<file path="src/rtl/core/tzbo_pkg.sv">
// Shared types and constants for the zone band occupancy block.
`default_nettype none
package tzbo_pkg;

   localparam int BAND_COUNT  = 6;
   localparam int ZONE_COUNT  = 64;
   localparam int MASK_BITS   = 6;
   localparam int COUNT_W     = 7;
   localparam int QUEUE_DEPTH = 2;

   // quotient bits of the band divider and its step counter
   localparam int QUO_W  = (BAND_COUNT > 1) ? $clog2(BAND_COUNT) : 1;
   localparam int STEP_W = (QUO_W > 1) ? $clog2(QUO_W) : 1;
   // offset into the window is below BAND_COUNT * max band size
   localparam int OFS_W  = $clog2(BAND_COUNT * 1023);

   localparam logic [COUNT_W-1:0] COUNT_MAX = {COUNT_W{1'b1}};

   // register indexes
   localparam logic [2:0] REG_ZONE_MASK   = 3'd0;
   localparam logic [2:0] REG_VALID_CODE  = 3'd1;
   localparam logic [2:0] REG_LOW_BAR     = 3'd2;
   localparam logic [2:0] REG_BAND_SIZE   = 3'd3;
   localparam logic [2:0] REG_HIT_REQ     = 3'd4;

   // register reset values
   localparam logic [63:0] RST_ZONE_MASK  = 64'h6600;
   localparam logic [7:0]  RST_VALID_CODE = 8'd5;
   localparam logic [11:0] RST_LOW_BAR    = 12'd100;
   localparam logic [9:0]  RST_BAND_SIZE  = 10'd23;
   localparam logic [6:0]  RST_HIT_REQ    = 7'd1;

   typedef logic [MASK_BITS-1:0] mask_type;
   typedef logic [COUNT_W-1:0]   count_type;

   typedef struct packed {
      logic [63:0] zone_mask;
      logic [7:0]  valid_code;
      logic [11:0] low_bar;
      logic [9:0]  band_size;
      logic [6:0]  hit_req;
   } cfg_type;

   // one classified reading handed from front to back
   typedef struct packed {
      logic             hit;
      logic [OFS_W-1:0] offset;
      logic             end_sensor;
      logic             end_frame;
   } entry_type;

endpackage
`default_nettype wire

</file>
<file path="src/rtl/core/tzbo_front.sv">
// Front end: accept readings, qualify them and compute the window offset.
`default_nettype none
module tzbo_front (
   input  wire logic              push,
   output logic                   full,
   input  wire logic [5:0]        req_zone_index,
   input  wire logic [2:0]        req_targets_detected,
   input  wire logic [7:0]        req_target_status,
   input  wire logic signed [15:0] req_distance_mm,
   input  wire logic              req_last_of_sensor,
   input  wire logic              req_last_of_frame,
   input  wire tzbo_pkg::cfg_type cfg,
   input  wire logic              q_full,
   output logic                   q_push,
   output tzbo_pkg::entry_type    q_entry
);
   import tzbo_pkg::*;

   logic        zone_on;
   logic [15:0] dist_u;
   logic [15:0] diff;
   logic [15:0] limit;
   logic        in_window;
   logic        hit;

   assign full = q_full;

   always_comb begin
      zone_on   = (7'(req_zone_index) < 7'(ZONE_COUNT)) && cfg.zone_mask[req_zone_index];
      dist_u    = req_distance_mm;
      diff      = dist_u - {4'd0, cfg.low_bar};
      limit     = 16'(BAND_COUNT) * {6'd0, cfg.band_size};
      // a zero band size leaves an empty window
      in_window = !dist_u[15] && (dist_u >= {4'd0, cfg.low_bar}) && (diff < limit);
      hit       = zone_on && (req_targets_detected != 3'd0) &&
                  (req_target_status == cfg.valid_code) && in_window;
   end

   always_comb begin
      q_entry.hit        = hit;
      q_entry.offset     = diff[OFS_W-1:0];
      q_entry.end_sensor = req_last_of_sensor | req_last_of_frame;
      q_entry.end_frame  = req_last_of_frame;
      // drop readings that neither hit nor close a sensor
      q_push = push && !q_full && (hit || req_last_of_sensor || req_last_of_frame);
   end

endmodule
`default_nettype wire

</file>
<file path="src/rtl/core/tzbo_queue.sv">
// Short queue of classified readings between front and back.
`default_nettype none
module tzbo_queue (
   input  wire logic                clock,
   input  wire logic                reset,
   input  wire logic                q_push,
   input  wire tzbo_pkg::entry_type q_entry,
   output logic                     q_full,
   input  wire logic                q_pop,
   output logic                     q_empty,
   output tzbo_pkg::entry_type      q_head
);
   import tzbo_pkg::*;

   localparam int PTR_W = (QUEUE_DEPTH > 1) ? $clog2(QUEUE_DEPTH) : 1;
   localparam int CNT_W = $clog2(QUEUE_DEPTH + 1);

   entry_type         slot_ff [QUEUE_DEPTH];
   logic [PTR_W-1:0]  wr_ptr_ff, wr_ptr_in;
   logic [PTR_W-1:0]  rd_ptr_ff, rd_ptr_in;
   logic [CNT_W-1:0]  count_ff, count_in;
   logic              do_push, do_pop;

   assign q_full  = (count_ff == CNT_W'(QUEUE_DEPTH));
   assign q_empty = (count_ff == '0);
   assign q_head  = slot_ff[rd_ptr_ff];
   assign do_push = q_push && !q_full;
   assign do_pop  = q_pop && !q_empty;

   always_comb begin
      wr_ptr_in = wr_ptr_ff;
      rd_ptr_in = rd_ptr_ff;
      count_in  = count_ff;
      if (do_push) begin
         wr_ptr_in = (wr_ptr_ff == PTR_W'(QUEUE_DEPTH - 1)) ? '0 : wr_ptr_ff + 1'b1;
      end
      if (do_pop) begin
         rd_ptr_in = (rd_ptr_ff == PTR_W'(QUEUE_DEPTH - 1)) ? '0 : rd_ptr_ff + 1'b1;
      end
      if (do_push && !do_pop) begin
         count_in = count_ff + 1'b1;
      end else if (do_pop && !do_push) begin
         count_in = count_ff - 1'b1;
      end
   end

   always_ff @(posedge clock) begin
      if (reset) begin
         wr_ptr_ff <= '0;
         rd_ptr_ff <= '0;
         count_ff  <= '0;
      end else begin
         wr_ptr_ff <= wr_ptr_in;
         rd_ptr_ff <= rd_ptr_in;
         count_ff  <= count_in;
      end
   end

   always_ff @(posedge clock) begin
      if (do_push) begin
         slot_ff[wr_ptr_ff] <= q_entry;
      end
   end

endmodule
`default_nettype wire

</file>
<file path="src/rtl/core/tzbo_back.sv">
// Back end: band divider, hit counters, sensor fold and frame result register.
`default_nettype none
module tzbo_back (
   input  wire logic                clock,
   input  wire logic                reset,
   input  wire tzbo_pkg::cfg_type   cfg,
   input  wire logic                q_empty,
   input  wire tzbo_pkg::entry_type q_head,
   output logic                     q_pop,
   output logic                     empty,
   input  wire logic                pop,
   output logic [5:0]               rsp_blocked_bands
);
   import tzbo_pkg::*;

   localparam logic [1:0] ST_IDLE  = 2'd0;
   localparam logic [1:0] ST_DIV   = 2'd1;
   localparam logic [1:0] ST_APPLY = 2'd2;
   localparam logic [1:0] ST_FOLD  = 2'd3;

   logic [1:0]        state_ff, state_in;
   logic [OFS_W-1:0]  rem_ff, rem_in;
   logic [OFS_W-1:0]  div_ff, div_in;
   logic [QUO_W-1:0]  quo_ff, quo_in;
   logic [STEP_W-1:0] step_ff, step_in;
   logic              end_sensor_ff, end_sensor_in;
   logic              end_frame_ff, end_frame_in;
   count_type         cnt_ff [BAND_COUNT];
   count_type         cnt_in [BAND_COUNT];
   mask_type          frame_ff, frame_in;
   logic              out_valid_ff, out_valid_in;
   mask_type          out_bands_ff, out_bands_in;
   mask_type          fold_bits;
   logic              out_free;

   assign empty             = !out_valid_ff;
   assign rsp_blocked_bands = out_bands_ff;
   assign out_free          = !out_valid_ff || pop;

   always_comb begin
      fold_bits = '0;
      for (int j = 0; j < BAND_COUNT; j++) begin
         // bands past the mask width shift out
         if (cnt_ff[j] >= cfg.hit_req) begin
            fold_bits = fold_bits | (mask_type'(1) << j);
         end
      end
   end

   always_comb begin
      state_in      = state_ff;
      rem_in        = rem_ff;
      div_in        = div_ff;
      quo_in        = quo_ff;
      step_in       = step_ff;
      end_sensor_in = end_sensor_ff;
      end_frame_in  = end_frame_ff;
      cnt_in        = cnt_ff;
      frame_in      = frame_ff;
      out_valid_in  = out_valid_ff && !pop;
      out_bands_in  = out_bands_ff;
      q_pop         = 1'b0;

      unique case (state_ff)
         ST_IDLE: begin
            if (!q_empty) begin
               q_pop         = 1'b1;
               rem_in        = q_head.offset;
               div_in        = OFS_W'({cfg.band_size, {(QUO_W - 1){1'b0}}});
               quo_in        = '0;
               step_in       = STEP_W'(QUO_W - 1);
               end_sensor_in = q_head.end_sensor;
               end_frame_in  = q_head.end_frame;
               if (q_head.hit) begin
                  state_in = ST_DIV;
               end else begin
                  state_in = ST_FOLD;
               end
            end
         end
         ST_DIV: begin
            // one restoring step: one quotient bit per cycle
            if (rem_ff >= div_ff) begin
               rem_in = rem_ff - div_ff;
               quo_in = (quo_ff << 1) | QUO_W'(1);
            end else begin
               quo_in = quo_ff << 1;
            end
            div_in  = div_ff >> 1;
            step_in = step_ff - 1'b1;
            if (step_ff == '0) begin
               state_in = ST_APPLY;
            end
         end
         ST_APPLY: begin
            for (int j = 0; j < BAND_COUNT; j++) begin
               if (quo_ff == QUO_W'(j) && cnt_ff[j] != COUNT_MAX) begin
                  cnt_in[j] = cnt_ff[j] + 1'b1;
               end
            end
            state_in = end_sensor_ff ? ST_FOLD : ST_IDLE;
         end
         ST_FOLD: begin
            // at a frame end, hold until the result register can take the frame mask
            if (!end_frame_ff || out_free) begin
               for (int j = 0; j < BAND_COUNT; j++) begin
                  cnt_in[j] = '0;
               end
               if (end_frame_ff) begin
                  out_valid_in = 1'b1;
                  out_bands_in = frame_ff | fold_bits;
                  frame_in     = '0;
               end else begin
                  frame_in = frame_ff | fold_bits;
               end
               state_in = ST_IDLE;
            end
         end
         default: begin
            state_in = ST_IDLE;
         end
      endcase
   end

   always_ff @(posedge clock) begin
      if (reset) begin
         state_ff     <= ST_IDLE;
         frame_ff     <= '0;
         out_valid_ff <= 1'b0;
         for (int j = 0; j < BAND_COUNT; j++) begin
            cnt_ff[j] <= '0;
         end
      end else begin
         state_ff     <= state_in;
         frame_ff     <= frame_in;
         out_valid_ff <= out_valid_in;
         cnt_ff       <= cnt_in;
      end
   end

   always_ff @(posedge clock) begin
      rem_ff        <= rem_in;
      div_ff        <= div_in;
      quo_ff        <= quo_in;
      step_ff       <= step_in;
      end_sensor_ff <= end_sensor_in;
      end_frame_ff  <= end_frame_in;
      out_bands_ff  <= out_bands_in;
   end

endmodule
`default_nettype wire

</file>
<file path="src/rtl/core/tof_zone_band_occupancy.sv">
// Top level of the zone band occupancy block: register file and front/queue/back.
`default_nettype none
// Counts qualified zone readings of a multizone distance sensor into distance
// bands and reports, once per frame, which bands some sensor saw often enough.
// A reading is a hit when its zone is enabled in zone_mask, it has at least one
// target, its status equals valid_status_code and its distance falls in
// [low_bar_mm, low_bar_mm + 6 * band_size_mm). The front end qualifies each
// reading in the transfer cycle and drops readings that neither hit nor close a
// sensor; the rest go into a two-entry queue. The back end takes one entry at a
// time: it takes the entry from the queue, then a hit passes through a
// shift-subtract divider that finds the band and then bumps that band's
// saturating counter, and a reading that closes a sensor then also folds the
// counters into the frame mask and clears them. A dropped reading never
// reaches the back end. At the end of a frame the mask goes to a one-deep
// result register, and the back end stalls there only while a previous mask
// has not been popped. Registers sit at byte addresses 8*i (64-bit data):
// 0 zone_mask, 1 status code, 2 low bar, 3 band size, 4 hit requirement.
// Write them only while idle.
module tof_zone_band_occupancy (
   input  wire logic               clock,
   input  wire logic               reset,
   // reading channel
   input  wire logic               push,
   output logic                    full,
   input  wire logic [5:0]         req_zone_index,
   input  wire logic [2:0]         req_targets_detected,
   input  wire logic [7:0]         req_target_status,
   input  wire logic signed [15:0] req_distance_mm,
   input  wire logic               req_last_of_sensor,
   input  wire logic               req_last_of_frame,
   // result channel
   output logic                    empty,
   input  wire logic               pop,
   output logic [5:0]              rsp_blocked_bands,
   // register port
   input  wire logic               psel,
   input  wire logic               penable,
   input  wire logic               pwrite,
   input  wire logic [5:0]         paddr,
   input  wire logic [63:0]        pwdata,
   output logic [63:0]             prdata,
   output logic                    pready
);
   import tzbo_pkg::*;

   cfg_type    cfg_ff, cfg_in;
   logic [2:0] reg_index;
   logic       reg_write;
   logic       q_push, q_full, q_pop, q_empty;
   entry_type  q_entry, q_head;

   // register file
   assign pready    = 1'b1;
   assign reg_index = paddr[5:3];
   assign reg_write = psel && penable && pwrite && pready;

   always_comb begin
      cfg_in = cfg_ff;
      if (reg_write) begin
         unique case (reg_index)
            REG_ZONE_MASK:  cfg_in.zone_mask  = pwdata;
            REG_VALID_CODE: cfg_in.valid_code = pwdata[7:0];
            REG_LOW_BAR:    cfg_in.low_bar    = pwdata[11:0];
            REG_BAND_SIZE:  cfg_in.band_size  = pwdata[9:0];
            REG_HIT_REQ:    cfg_in.hit_req    = pwdata[6:0];
            default:        cfg_in = cfg_ff;
         endcase
      end
   end

   always_comb begin
      unique case (reg_index)
         REG_ZONE_MASK:  prdata = cfg_ff.zone_mask;
         REG_VALID_CODE: prdata = {56'd0, cfg_ff.valid_code};
         REG_LOW_BAR:    prdata = {52'd0, cfg_ff.low_bar};
         REG_BAND_SIZE:  prdata = {54'd0, cfg_ff.band_size};
         REG_HIT_REQ:    prdata = {57'd0, cfg_ff.hit_req};
         default:        prdata = '0;
      endcase
   end

   always_ff @(posedge clock) begin
      if (reset) begin
         cfg_ff.zone_mask  <= RST_ZONE_MASK;
         cfg_ff.valid_code <= RST_VALID_CODE;
         cfg_ff.low_bar    <= RST_LOW_BAR;
         cfg_ff.band_size  <= RST_BAND_SIZE;
         cfg_ff.hit_req    <= RST_HIT_REQ;
      end else begin
         cfg_ff <= cfg_in;
      end
   end

   // qualify readings and compute the window offset
   tzbo_front u_front (
      .push                 (push),
      .full                 (full),
      .req_zone_index       (req_zone_index),
      .req_targets_detected (req_targets_detected),
      .req_target_status    (req_target_status),
      .req_distance_mm      (req_distance_mm),
      .req_last_of_sensor   (req_last_of_sensor),
      .req_last_of_frame    (req_last_of_frame),
      .cfg                  (cfg_ff),
      .q_full               (q_full),
      .q_push               (q_push),
      .q_entry              (q_entry)
   );

   // decouple the front from the iterative back end
   tzbo_queue u_queue (
      .clock   (clock),
      .reset   (reset),
      .q_push  (q_push),
      .q_entry (q_entry),
      .q_full  (q_full),
      .q_pop   (q_pop),
      .q_empty (q_empty),
      .q_head  (q_head)
   );

   // divide into a band, count, fold and emit
   tzbo_back u_back (
      .clock             (clock),
      .reset             (reset),
      .cfg               (cfg_ff),
      .q_empty           (q_empty),
      .q_head            (q_head),
      .q_pop             (q_pop),
      .empty             (empty),
      .pop               (pop),
      .rsp_blocked_bands (rsp_blocked_bands)
   );

endmodule
`default_nettype wire
</file>
<file path="config.mk">
export PLATFORM = sky130hd
export DESIGN_NAME = tof_zone_band_occupancy
export DESIGN_NICKNAME = d
export VERILOG_FILES = /design/src/rtl/core/tzbo_pkg.sv /design/src/rtl/core/tzbo_front.sv /design/src/rtl/core/tzbo_queue.sv /design/src/rtl/core/tzbo_back.sv /design/src/rtl/core/tof_zone_band_occupancy.sv
export SDC_FILE = /design/constraint.sdc
export NUM_CORES = 1
export LEC_CHECK = 0
export ABC_AREA = 1
export BUFFER_PORTS_ARGS = -buffer_cell sky130_fd_sc_hd__buf_2
export CORE_ASPECT_RATIO = 1.75
export CORE_MARGIN = 4
export CORE_UTILIZATION = 50
export DETAILED_ROUTE_END_ITERATION = 8
export PLACE_DENSITY = 0.74
export SLEW_MARGIN = 20
export SYNTH_ARGS = -nofsm -noshare
export SYNTH_HDL_FRONTEND = slang
export SYNTH_SLANG_ARGS = --single-unit
export TNS_END_PERCENT = 5
</file>
<file path="constraint.sdc">
create_clock -name clock -period 4.55 [get_ports clock]
set_input_delay 0.91 -clock clock [delete_from_list [all_inputs] [get_ports clock]]
set_output_delay 0.91 -clock clock [all_outputs]
set_load 0.005 [all_outputs]
</file>
==> results.md, run 1 <==
- The flow ran to the end, and the final reports show no timing, DRC or antenna violations.
- The first-pass GRT wire length is 55.6 mm.
- The kind of end point of the critical path is a flop.
- The synthesized netlist devotes 16.6% of its cell area to compound gates.
- For flop-to-flop paths, the worst setup slack is 0.46 ns.
- Each instance of the synthesized netlist takes up on average 7.68 um2.
- The post-synthesis cell type count is 52.
- In this run the critical register-to-register path is launched from cfg_ff[8].
- The top fanout value on the critical path is 4.
- The routed wire length is 34.9 mm.
- In this run, CTS created clock tree buffers numbering 21.
- Once detail routing completed, the nets flagged for antenna violations numbered 0.
- The final hold violation count is 0.
- The combined area of the multi-input logic cells is 6390 um2.
- STA classifies the critical path startpoint as a flop.
- The kind of critical path is flop to flop.
- At the end of routability-driven placement, the weighted congestion stood at 0.975.
- Setup repair after global routing left no endpoint under its margin.
- The parity-gate share of the synthesized area counting xor and xnor cells is 2.61%.
- In this run the number of H-tree levels came out at 1.
- The clock skew is 0.0107 ns.
- Counting every net in the synthesized netlist gives 1874.
- The max-cap violation count is 0.
- The end of the worst register-to-register path is u_queue.count_ff[1].
- The data arrival time at the worst-slack endpoint is 4.47 ns.
- The tightest hold margin is 0.463 ns.
- The maximum number of pins on one net before global-route repair is 63.
- The final period demand of the worst path is 4.09 ns.
- TritonCTS built the clock tree.
- Summing the areas of all fa, ha and maj instances in the mapped netlist gives 9.87% of the synthesized area.
- In the layout the commonest cells are 287 x sky130_fd_sc_hd__nand2_1, 211 x sky130_fd_sc_hd__inv_1, 180 x sky130_fd_sc_hd__buf_2, 178 x sky130_fd_sc_hd__nor2_1, 166 x sky130_fd_sc_hd__o21ai_0.
- At the worst endpoint, the required time is 4.93 ns.
- The clock reaches the later pin of the worst-skew pair after 0.50 ns.
- The maximum root-to-sink buffer count is 3.
- Across the VDD grid, the largest voltage drop is 0.432 mV.
- The full die area is 28300 um2.
- For the pin with the worst max-slew slack, the measured transition is 0.894 ns.
- The vias per cell is 5.43.
- The class of the most critical hold timing path is flop to flop.
- The die width is 129 um.
- The number of logic stages on the critical path including buffering is 24.
- The initial antenna violation count is 0.
- For this design the top-level I/O count stands at 185.
- Among all flip-flop cells after synthesis, the most frequent one is sky130_fd_sc_hd__dfxtp_1.
- After layout, the worst path uses 89.8% of the clock period.
- The routed length per instance is 16.2 um.
- Headroom to the max-slew limit came out at 40.3%.
- Summed over all failing endpoints, the final setup total negative slack is 0 ns.
- The worst reg2reg path depth is 24.
- Synthesis inferred 227 register bits.
- The count of pins over their slew limit is 0.
- The number of design rule violations left after detail routing is 0.
- During synthesis, Yosys emitted a total of 0 warnings.
- The synthesized design contains 70 enable-type register cells.
- The detailed placer's ending HPWL is 27.2 mm.
- Before antenna repair, the detailed router went through 5 iterations.
- The combined buffer and inverter count along the critical path is 2.
- The area inside the core boundary is 25200 um2.
- Row generation in the floorplan step produced 77 rows.
- The fill cell total of the finished layout is 2390.
- Traced cell by cell, the critical path runs through ha_1, fa_1, a21oi_1, o21bai_1, a21oi_1, o21bai_1, a21o_1, a21oi_1, xor2_1, ha_1, inv_1, nor3_1, o21ai_0, nand2_1, nand2_1, nand4_1, nand2_1, nand2_1, inv_1, ha_1, a21oi_1, o21ai_0, o21ai_0, a21oi_1.
- The end point of the critical path is u_queue.count_ff[1].
- Summing all flip-flop and latch instances after layout gives 5250 um2.
- In this run the power density over the cells is 420 nW/um2.
- The synthesized netlist occupies a cell area of 12800 um2.
- The via count of the routed design is 11700.
- The library cell used most frequently in the layout, excluding fill and tap cells, is sky130_fd_sc_hd__nand2_1.
- The floorplan step set the die height to 219 um.
- The final number of setup-violating endpoints is 0.
- The core utilization of the finished layout is 58.0%.
- The number of diodes is 0.
- On the critical path, the stage with the largest delay is an instance of sky130_fd_sc_hd__fa_1.
- The critical path's largest stage delay is 0.41 ns.
- After clock tree synthesis, the clock-pin slew on the worst setup and hold paths is 0.07 ns.
- The launching element of the worst setup path is cfg_ff[8].
- After global routing the overflow that remains totals 0.
- At the end of the flow, the number of nets in the layout was 2036.
- The post-synthesis async set-or-reset flop share is 0%.
- The reported leakage power is 0.00653 uW.
- The total number of clock tree sinks is 227.
- The count of buffers inserted at the top-level ports is 180.
- The cell family contributing the most delay on the critical path is compound AO/OA/AOI/OAI gates.
- Cells with a size suffix above 1 make up 14.6% of the layout.
- In this run, the number of DRC markers left after iteration 0 of detailed routing was 731.
- The proportion of synthesized chip area in sequential cells is 41.1%.
- The most repeated library cell on the critical path is sky130_fd_sc_hd__a21oi_1.
- Derived from the worst setup path, the maximum achievable clock frequency is 0.245 GHz.
- In the global route stage, overall resource usage came out at 24.3%.
- The area added between synthesis and finish is 14.5%.
- Clock tree synthesis selected as its root buffer the cell sky130_fd_sc_hd__clkbuf_16.
- The via count of the first global-routing pass is 11500.
- The starting density of the core is 50.6%.
- The combinational family with the most area after synthesis is simple AND/OR/NAND/NOR gates.
- The cell count after synthesis is 1663.
- Measured against the total synthesized area, the mux share comes to 0%.
- The synthesized netlist devotes 20.8% of its cell area to simple gates.
-- cell usage after synthesis, drive strengths merged (4+ instances only) --
| cell | n | area [um2] |
|---|---|---|
| edfxtp | 70 | 2100 |
| a211oi | 10 | 75.1 |
| nand3b | 5 | 37.5 |
| ha | 96 | 1200 |
| o21bai | 4 | 30.0 |
| o22ai | 10 | 62.6 |
| nand2 | 294 | 1120 |
| dfxtp | 157 | 3140 |
| a21oi | 159 | 796 |
| a31oi | 4 | 25.0 |
| xor2 | 26 | 228 |
| o21a | 5 | 37.5 |
| nand3 | 90 | 450 |
| nor2 | 189 | 757 |
| buf | 26 | 178 |
| a221oi | 7 | 61.3 |
| o21ai | 168 | 845 |
| nand4 | 13 | 100 |
| clkbuf | 33 | 125 |
| nor3 | 21 | 115 |
| or2 | 6 | 37.5 |
| o211ai | 8 | 65.1 |
| xnor2 | 12 | 105 |
| inv | 223 | 840 |
| a21boi | 4 | 30.0 |
-- logic make-up (layout without fill, tap and decap cells) --
logic type / count (synthesis) / count (layout)
and+or+nand+nor: 624 / 624
adders and majority gates: 99 / 99
other: 1 / 1
xor gates and xnor gates: 38 / 38
DFF: 227 / 227
buffers and inverters: 283 / 459
AOI/OAI and AO/OA: 391 / 391
-- area by class of cell --
class / count / area share, %
multi-input cells: 1153 / 43.7
flip-flops and latches: 227 / 35.9
repair buffers: 198 / 7.25
inverters: 224 / 5.76
clock buffers: 29 / 4.00
well taps: 316 / 2.70
clock inverters: 8 / 0.770
-- metrics by stage --
stage	cells	area [um2]	total power (uW)	worst slack, ns
3_5_place_dp	2117	13900	4360	-0.0223
6_report	2155	14600	6140	0.465
2_1_floorplan	1663	12800	3830	0.240
5_1_grt	2155	14600	6520	0.00285
4_1_cts	2154	14600	6170	0.469
3_3_place_gp	2117	13900	4300	-0.00990
-- power by group --
group	total (uW)	switching (uW)	internal, uW
Combinational	1770	1180	590
Sequential	2560	128	2440
Clock	1810	743	1070
Total	6140	2050	4090
-- timing repair --
action | in CTS | in global routing
hold endpoints to repair | 0 | 0
hold buffers | 0 | 0
setup buffers | 0 | 1
setup endpoints to repair | 0 | 1
gates resized for setup | 0 | 0
-- worst min path at each step --
stage / start / to / slack (ns) / cells past startpoint
global route: u_queue.rd_ptr_ff / flop / 0.47 / 1
detailed placement: u_queue.rd_ptr_ff / flop / 0.45 / 1
finish: u_queue.rd_ptr_ff / flop / 0.46 / 1
global placement: u_queue.rd_ptr_ff / flop / 0.44 / 1
floorplan: u_queue.rd_ptr_ff / flop / 0.43 / 1
CTS: u_queue.rd_ptr_ff / flop / 0.46 / 1
-- flip-flops by register name (all words and copies together), names as in the netlist, named ones only --
name	flops
cfg_ff	101
u_back.cnt_ff	42
u_back.div_ff	12
u_back.end_frame_ff	1
u_back.end_sensor_ff	1
u_back.frame_ff	6
u_back.out_valid_ff	1
u_back.quo_ff	3
u_back.rem_ff	13
u_back.rsp_blocked_bands	6
u_back.state_ff	2
u_back.step_ff	2
u_queue.count_ff	2
u_queue.rd_ptr_ff	1
u_queue.slot_ff	32
u_queue.wr_ptr_ff	1
-- per-layer routing --
layer	vias to the layer above	GRT usage (%)	wire, um
met5	-	0	0
met4	0	11.5	1850
met3	97	3.42	1700
met2	358	47.6	18700
met1	5392	24.6	12600
li1	5861	-	-
No activity file was read; power rests on OpenSTA's default activity.
==> run 2, diff against run 1 <==
- ABC_AREA: 1 -> unset
==> run 2 against run 1 <==
- first-iteration DRC count decreased by 22%
- critical path type is now primary input to flop
- synthesized cell count decreased by 17%
- register-to-register slack got worse by 0.32 ns
- sequential power about the same
- die area decreased by 0.97%
- cell count decreased by 11%
- flip-flop and latch count unchanged
- core utilization increased by 3.1 points
- highest routed layer unchanged
- largest cell class unchanged
- worst hold slack got worse by 0.0066 ns
==> results.md, run 2 <==
- The finished cells cover 15100 um2.
- The total number of clock tree sinks is 227.
- The final hold violation count is 0.
- The via count of the first global-routing pass is 10900.
- The maximum root-to-sink buffer count is 3.
- The final layout contains 1795 nets.
- For this run, design rule violations remaining after detail routing come to 0.
- IR analysis of the VDD net gives a maximum drop of 0.275 mV.
- The floorplan row count is 76.
- The reported leakage power is 0.00661 uW.
- The synthesized netlist devotes 19.1% of its cell area to simple gates.
- STA classifies the critical path endpoint as a flop.
- The via count of the routed design is 10600.
- Of the synthesized area, sequential elements account for 41.5%.
- The full die area is 28000 um2.
- CTS built an H-tree with a depth of 1.
- In the synthesized netlist the async set-or-reset flop fraction comes to 0%.
- The CTS buffer count is 22.
- The final number of setup-violating endpoints is 0.
- The cell with the most instances after synthesis is sky130_fd_sc_hd__nand2_1.
- 185 I/O pins were placed.
- The synthesized flop and latch total is 227.
- Clock-pin slew was measured on the worst setup and hold paths at 0.07 ns.
- In this run the vertical extent of the chip is 218 um.
- The first routing iteration left 570 violations.
- The final-layout setup total negative slack is 0 ns.
- STA classifies the critical path startpoint as a primary input.
- Global routing consumed, on the met1 layer, 26.3% of the routing resources.
- The synthesis warning total is 0.
- The register with the most flip-flops in the layout has 101 of them.
- The number of nets in the synthesized netlist is 1592.
- From synthesis to final layout, the design area changed by 19.8%.
- The final critical-path share of the clock period is 97.8%.
- Dividing the detail-routed wire length by the instance count gives 17.3 um.
- Of the post-synthesis cell area, the dominant cell type holds 24.9%.
- The total power per unit cell area is 415 nW/um2.
- The met3 demand-to-capacity share in global routing is 4.21%.
- The most common cell after layout, fill and taps aside is sky130_fd_sc_hd__nand2_1.
- Measured along the x axis, the die boundary spans 128 um.
- Yosys mapped a number of flops with a built-in enable equal to 70.
- The overflow left after global routing is 0.
- The total routing resource utilization after global routing is 23.7%.
- The met2 track demand over resource is 44.3%.
- Of the total synthesized cell area, the portion taken by XOR and XNOR cells is 3.67%.
- The synthesized area per cell is 9.16 um2.
- The cell at the root of the clock tree is sky130_fd_sc_hd__clkbuf_16.
- The register with the most flip-flops is cfg_ff.
- The area inside the core boundary is 24800 um2.
- The number of search-and-repair iterations in the first detailed-routing pass is 5.
- For the worst-skew pair, the clock arrives at the later sink with an insertion delay of 0.52 ns.
- The synthesized-area fraction occupied by ao, oa, aoi and oai cells is 14.5%.
- Sorting the synthesized cells by area gives the leading types as sky130_fd_sc_hd__dfxtp_1 25%, sky130_fd_sc_hd__edfxtp_1 17%, sky130_fd_sc_hd__ha_1 9.5%.
- The path class of the tightest hold or removal check is flop to flop.
- The top cell types in the final layout, fill and taps aside, are 208 x sky130_fd_sc_hd__nand2_1, 178 x sky130_fd_sc_hd__buf_2, 156 x sky130_fd_sc_hd__dfxtp_1, 116 x sky130_fd_sc_hd__a21oi_1, 105 x sky130_fd_sc_hd__nor2_1.
- By startpoint and endpoint, the worst setup path is classified as primary input to flop.
- The max-cap violation count is 0.
- The post-route netlist has 21.8% of its cells at a drive strength greater than 1.
- The cell count after synthesis is 1381.
- The final period demand of the worst path is 4.45 ns.
- The vias per cell is 5.53.
- By count the netlist is led by 208 x sky130_fd_sc_hd__nand2_1, 157 x sky130_fd_sc_hd__dfxtp_1, 120 x sky130_fd_sc_hd__a21oi_1.
- The count of buffers inserted at the top-level ports is 180.
- The post-synthesis instance area is 12600 um2.
- The maximum number of pins on one net before global-route repair is 78.
- The flow ran to the end, and the final reports show no timing, DRC or antenna violations.
- In this run the remaining antenna-violating nets after routing total 0.
- Summing the areas of all fa, ha and maj instances in the mapped netlist gives 9.97% of the synthesized area.
- The starting density of the core is 50.9%.
- The portion of synthesized area spent on multiplexers is 7.37%.
- The global routing's busiest layer is met2.
- The post-synthesis cell type count is 71.
- Headroom to the max-slew limit came out at 40.5%.
- The fmax is 0.225 GHz.
- In the synthesized netlist the dominant register cell turns out to be sky130_fd_sc_hd__dfxtp_1.
- The initial antenna violation count is 2.
- The count of pins over their slew limit is 0.
- Across the routed clock network, the largest skew measured is 0.0196 ns.
- Summing internal, switching and leakage power gives 6290 uW.
- The first-pass GRT wire length is 54.3 mm.
- The tightest hold path in the finished design has a slack of 0.456 ns.
- The biggest area contributor in the post-synthesis netlist is sky130_fd_sc_hd__dfxtp_1.
- Once placement finished, the instance area stood at 14200 um2.
- For the worst setup path, the data required time is 4.99 ns.
- The congestion estimate from routability-driven global placement came to 0.908.
- After synthesis, the largest family of logic cells by area is simple AND/OR/NAND/NOR gates.
- The routed wire length is 33.2 mm.
- The top fanout value on the critical path is 3.
- The largest registers in the layout are cfg_ff: 101 flops, u_back.cnt_ff: 42 flops, u_queue.slot_ff: 32 flops.
- At the worst endpoint, the arrival time is 4.89 ns.
- TritonCTS built the clock tree.
- At the pin with the least slew margin, the transition time is 0.887 ns.
- The detailed placer's ending HPWL is 24.8 mm.
- Setup repair after global routing could not meet its margin everywhere.
## run 2: through the flow
step	setup slack [ns]	cells	util [%]
after floorplan	-0.0560	1381	-
after global placement	-0.566	1864	57.4
after detailed placement	-0.682	1864	57.4
after CTS	0.0150	1911	60.8
after global routing	-0.193	1914	61.0
final	0.102	1914	61.0
## run 2: layout make-up
type | count | area [um2]
Fill cell | 2063 | 9680
Multi-Input combinational cell | 1027 | 7120
Sequential cell | 227 | 5250
Timing Repair Buffer | 240 | 1390
Clock buffer | 28 | 608
Tap cell | 312 | 390
Inverter | 66 | 250
Clock inverter | 12 | 138
Antenna cell | 2 | 5.00
## run 2: kinds of logic (layout without fill, tap and decap cells)
group	Yosys count	count (layout)
simple gates	510	510
compound gates	291	291
flops	227	227
buf+inv	127	346
fa+ha+maj	99	99
mux	73	73
xor+xnor	53	53
other cells	1	3
## run 2: what timing repair did
action,4_1_cts,5_1_grt
buffers inserted,7,1
endpoints found under the setup margin,33,35
gates resized for setup,10,12
hold buffers,0,0
pin swaps,18,12
hold endpoints to repair,0,0
## run 2: path summary, 6_finish.rpt
kind                           start                   to  slack, ns  cells after the start
hold reg to reg           cfg_ff[26]           cfg_ff[26]       0.46                      2
hold / removal            cfg_ff[26]           cfg_ff[26]       0.46                      2
setup / recovery  req_distance_mm[1]  u_queue.count_ff[1]       0.10                     21
setup reg to reg          cfg_ff[18]  u_queue.count_ff[1]       0.14                     21
## run 2: power breakdown
part / internal, uW / leakage, uW / total (uW) / switching, uW
Combinational: 747 / 0.00433 / 1790 / 1050
Sequential: 2440 / 0.00192 / 2580 / 147
Clock: 1120 / 0.000365 / 1920 / 795
## run 2: layer usage
layer / share of wire (%) / vias up
met5: 0 / -
met4: 3.3 / 0
met3: 5.2 / 51
met2: 53 / 284
met1: 38 / 5019
li1: - / 5238
## run 2: worst max-delay path: stages
cell and delay [ns]:
sky130_fd_sc_hd__buf_8 0.10, sky130_fd_sc_hd__ha_4 0.19, sky130_fd_sc_hd__nor2b_4 0.12, sky130_fd_sc_hd__o31a_1 0.35
sky130_fd_sc_hd__o21ai_2 0.17, sky130_fd_sc_hd__nand2_1 0.09, sky130_fd_sc_hd__and2_4 0.14, sky130_fd_sc_hd__o21a_1 0.19
sky130_fd_sc_hd__nor2_2 0.15, sky130_fd_sc_hd__xnor2_2 0.15, sky130_fd_sc_hd__ha_1 0.29, sky130_fd_sc_hd__o211ai_1 0.14
sky130_fd_sc_hd__nor3_2 0.06, sky130_fd_sc_hd__nor4b_2 0.21, sky130_fd_sc_hd__nand4_1 0.15, sky130_fd_sc_hd__a311oi_2 0.20
sky130_fd_sc_hd__nand4_1 0.21, sky130_fd_sc_hd__a211oi_2 0.28, sky130_fd_sc_hd__ha_1 0.29, sky130_fd_sc_hd__or3_1 0.36
sky130_fd_sc_hd__a21oi_1 0.12
==> run 3, diff against run 2 <==
- CAP_MARGIN: unset -> 20
- CORE_ASPECT_RATIO: 1.75 -> unset
==> run 3 against run 2 <==
- register-to-register slack worse by 0.10 ns
- via count is 2.6% higher
- clock skew is 0.0081 ns lower
- critical path depth stayed put
- combinational power hardly changed
- global-route usage is 0.13 points lower
- sequential power hardly changed
- wire length is 3.3% higher
- clock-buffer cell count is 16 higher
- worst hold slack hardly changed
- critical path type unchanged
==> results.md, run 3 (same netlist as run 2, synthesis figures left out) <==
- The kind of start point of the critical path is a primary input.
- The register with the most flip-flops in the layout has 101 of them.
- Using the TritonRoute via totals, the vias-per-cell ratio works out to 5.61.
- No sink is reached through more buffers than the 3 on the longest clock path.
- The tree is rooted in a sky130_fd_sc_hd__clkbuf_16.
- The clock skew is 0.0114 ns.
- The routed design has 34.3 mm of wire.
- In the layout the commonest cells are 208 x sky130_fd_sc_hd__nand2_1, 179 x sky130_fd_sc_hd__buf_2, 153 x sky130_fd_sc_hd__dfxtp_1, 115 x sky130_fd_sc_hd__a21oi_1, 104 x sky130_fd_sc_hd__nor2_1.
- In this run, post-CTS hold repair placed 0 buffers.
- The area added between synthesis and finish is 22.1%.
- The maximum number of pins on one net before global-route repair is 58.
- The reported leakage power is 0.00677 uW.
- The via count of the routed design is 10900.
- The area after detailed placement is 14300 um2.
- The first routing iteration left 845 violations.
- The data arrival time at the worst-slack endpoint is 4.99 ns.
- The flow ran to the end, and the final reports show no timing, DRC or antenna violations.
- The total number of clock tree sinks is 227.
- At the later pin of the worst-skew pair, clock insertion delay measures 0.52 ns.
- The fmax is 0.221 GHz.
- Of the available clock period, the critical path in the final layout requires 99.7%.
- The count of buffers inserted at the top-level ports is 180.
- The most common cell after layout, fill and taps aside is sky130_fd_sc_hd__nand2_1.
- The vertical extent of the die is 167 um.
- The routed length per instance is 17.7 um.
- The final hold violation count is 0.
- TritonCTS built the clock tree.
- The starting density of the core is 51.4%.
- The count of pins over their slew limit is 0.
- For the final routed database, the setup TNS stands at 0 ns.
- The number of diodes is 0.
- The total power per unit cell area is 430 nW/um2.
- The critical path is of the primary input to flop type.
- The flip-flop and latch area is 5250 um2.
- The data required time at the worst endpoint is 5.00 ns.
- The detail route stage leaves a number of antenna-violating nets equal to 0.
- Clock-pin slew was measured on the worst setup and hold paths at 0.06 ns.
- The via count of the first global-routing pass is 10800.
- The worst path meets setup with 0.0156 ns of slack.
- The final number of setup-violating endpoints is 0.
- The detailed placer's ending HPWL is 24.8 mm.
- The area inside the core boundary is 24600 um2.
- Global routing used 23.6% of the available tracks.
- For this run the aggregate overflow at the end of global routing stands at 0.
- The die width is 167 um.
- STA classifies the critical path endpoint as a flop.
- The pin slew with the least headroom to its limit is 0.916 ns.
- The initial antenna violation count was 1.
- The final weighted congestion of routability-driven global placement is 0.942.
- For this run, design rule violations remaining after detail routing come to 0.
- The number of top-level design ports is 185.
- The max-cap violation count is 0.
- The maximum level of the CTS H-tree is 1.
- The first-pass GRT wire length is 55.0 mm.
- Counting flops per register, the top entry is cfg_ff.
- The die covers 27900 um2.
- The combined area of the multi-input logic cells is 7120 um2.
- Across all hold checks on the routed design, the worst slack comes to 0.456 ns.
- The fraction of final layout cells with drive strength greater than 1 is 22.8%.
- The net count reported at finish is 1807.
- The number of search-and-repair iterations in the first detailed-routing pass is 5.
- Along the worst path, the maximum fanout reaches 3.
- The pre-CTS setup slack is -0.547 ns.
- Counting the buffers created by CTS gives 26.
- The largest registers in the layout are cfg_ff: 101 flops, u_back.cnt_ff: 42 flops, u_queue.slot_ff: 32 flops.
- The filler cells instantiated in the layout total 2016.
- The cell area after layout is 15400 um2.
- The worst voltage drop across the vdd grid is 0.277 mV.
- The max-slew headroom at the worst pin is 38.6%.
- Setup repair after global routing could not meet its margin everywhere.
- The min-delay analysis places its worst path in the category flop to flop.
- The floorplan has 57 rows.
- The final period demand of the worst path is 4.53 ns.
run 3: path summary, 6_finish.rpt:
kind | start | to | slack, ns | cells after the start
worst max-delay path | req_distance_mm[1] | u_queue.count_ff[1] | 0.02 | 21
worst min-delay path | cfg_ff[26] | cfg_ff[26] | 0.46 | 2
worst max register to register | cfg_ff[23] | u_queue.count_ff[1] | 0.04 | 20
worst min register to register | cfg_ff[26] | cfg_ff[26] | 0.46 | 2
run 3: final cells by class:
| type | count | area share [%] |
|---|---|---|
| Clock buffer | 44 | 5.78 |
| Clock inverter | 3 | 0.446 |
| Inverter | 66 | 1.62 |
| Multi-Input combinational cell | 1027 | 46.1 |
| Sequential cell | 227 | 34.0 |
| Tap cell | 324 | 2.63 |
| Timing Repair Buffer | 248 | 9.40 |
run 3: per-layer routing:
layer  global-route usage (%)  vias up  share of wire (%)
met2                     39.5      387                 47
li1                         -     5270                  -
met4                     6.26        2                2.4
met1                     30.5     5153                 42
met3                     5.95       59                8.2
met5                        0        -              0.023
run 3: stage by stage:
stage | instances | power [uW] | util, %
final | 1939 | 6640 | 62.8
after global routing | 1939 | 7020 | 62.8
after detailed placement | 1883 | 4370 | 58.2
after global placement | 1883 | 4310 | 58.2
after floorplan | 1381 | 3860 | -
after CTS | 1931 | 6640 | 62.2
run 3: power breakdown:
part	switching [uW]	internal [uW]
registers	150	2440
clock network	826	1440
logic	1040	753
total	2010	4630
run 3: critical path: stages:
cell and delay (ns):
sky130_fd_sc_hd__buf_2 0.12, sky130_fd_sc_hd__ha_4 0.20, sky130_fd_sc_hd__nor2b_4 0.12, sky130_fd_sc_hd__o31a_1 0.28, sky130_fd_sc_hd__o21ai_2 0.18, sky130_fd_sc_hd__nand2_1 0.10, sky130_fd_sc_hd__and2_1 0.17, sky130_fd_sc_hd__o21a_1 0.19
sky130_fd_sc_hd__nor2_2 0.13, sky130_fd_sc_hd__xnor2_2 0.15, sky130_fd_sc_hd__ha_1 0.29, sky130_fd_sc_hd__o211ai_1 0.17, sky130_fd_sc_hd__nor3_2 0.07, sky130_fd_sc_hd__nor4b_2 0.20, sky130_fd_sc_hd__nand4_1 0.14, sky130_fd_sc_hd__a311oi_2 0.27
sky130_fd_sc_hd__nand4_1 0.25, sky130_fd_sc_hd__a211oi_2 0.27, sky130_fd_sc_hd__ha_1 0.27, sky130_fd_sc_hd__or3_1 0.35, sky130_fd_sc_hd__a21oi_1 0.12
run 3: timing repair:
item                                    CTS  global route
setup buffers                             1             8
hold endpoints to repair                  0             0
resized for setup                         6            19
endpoints found under the setup margin   33            35
pin swaps                                 6            23
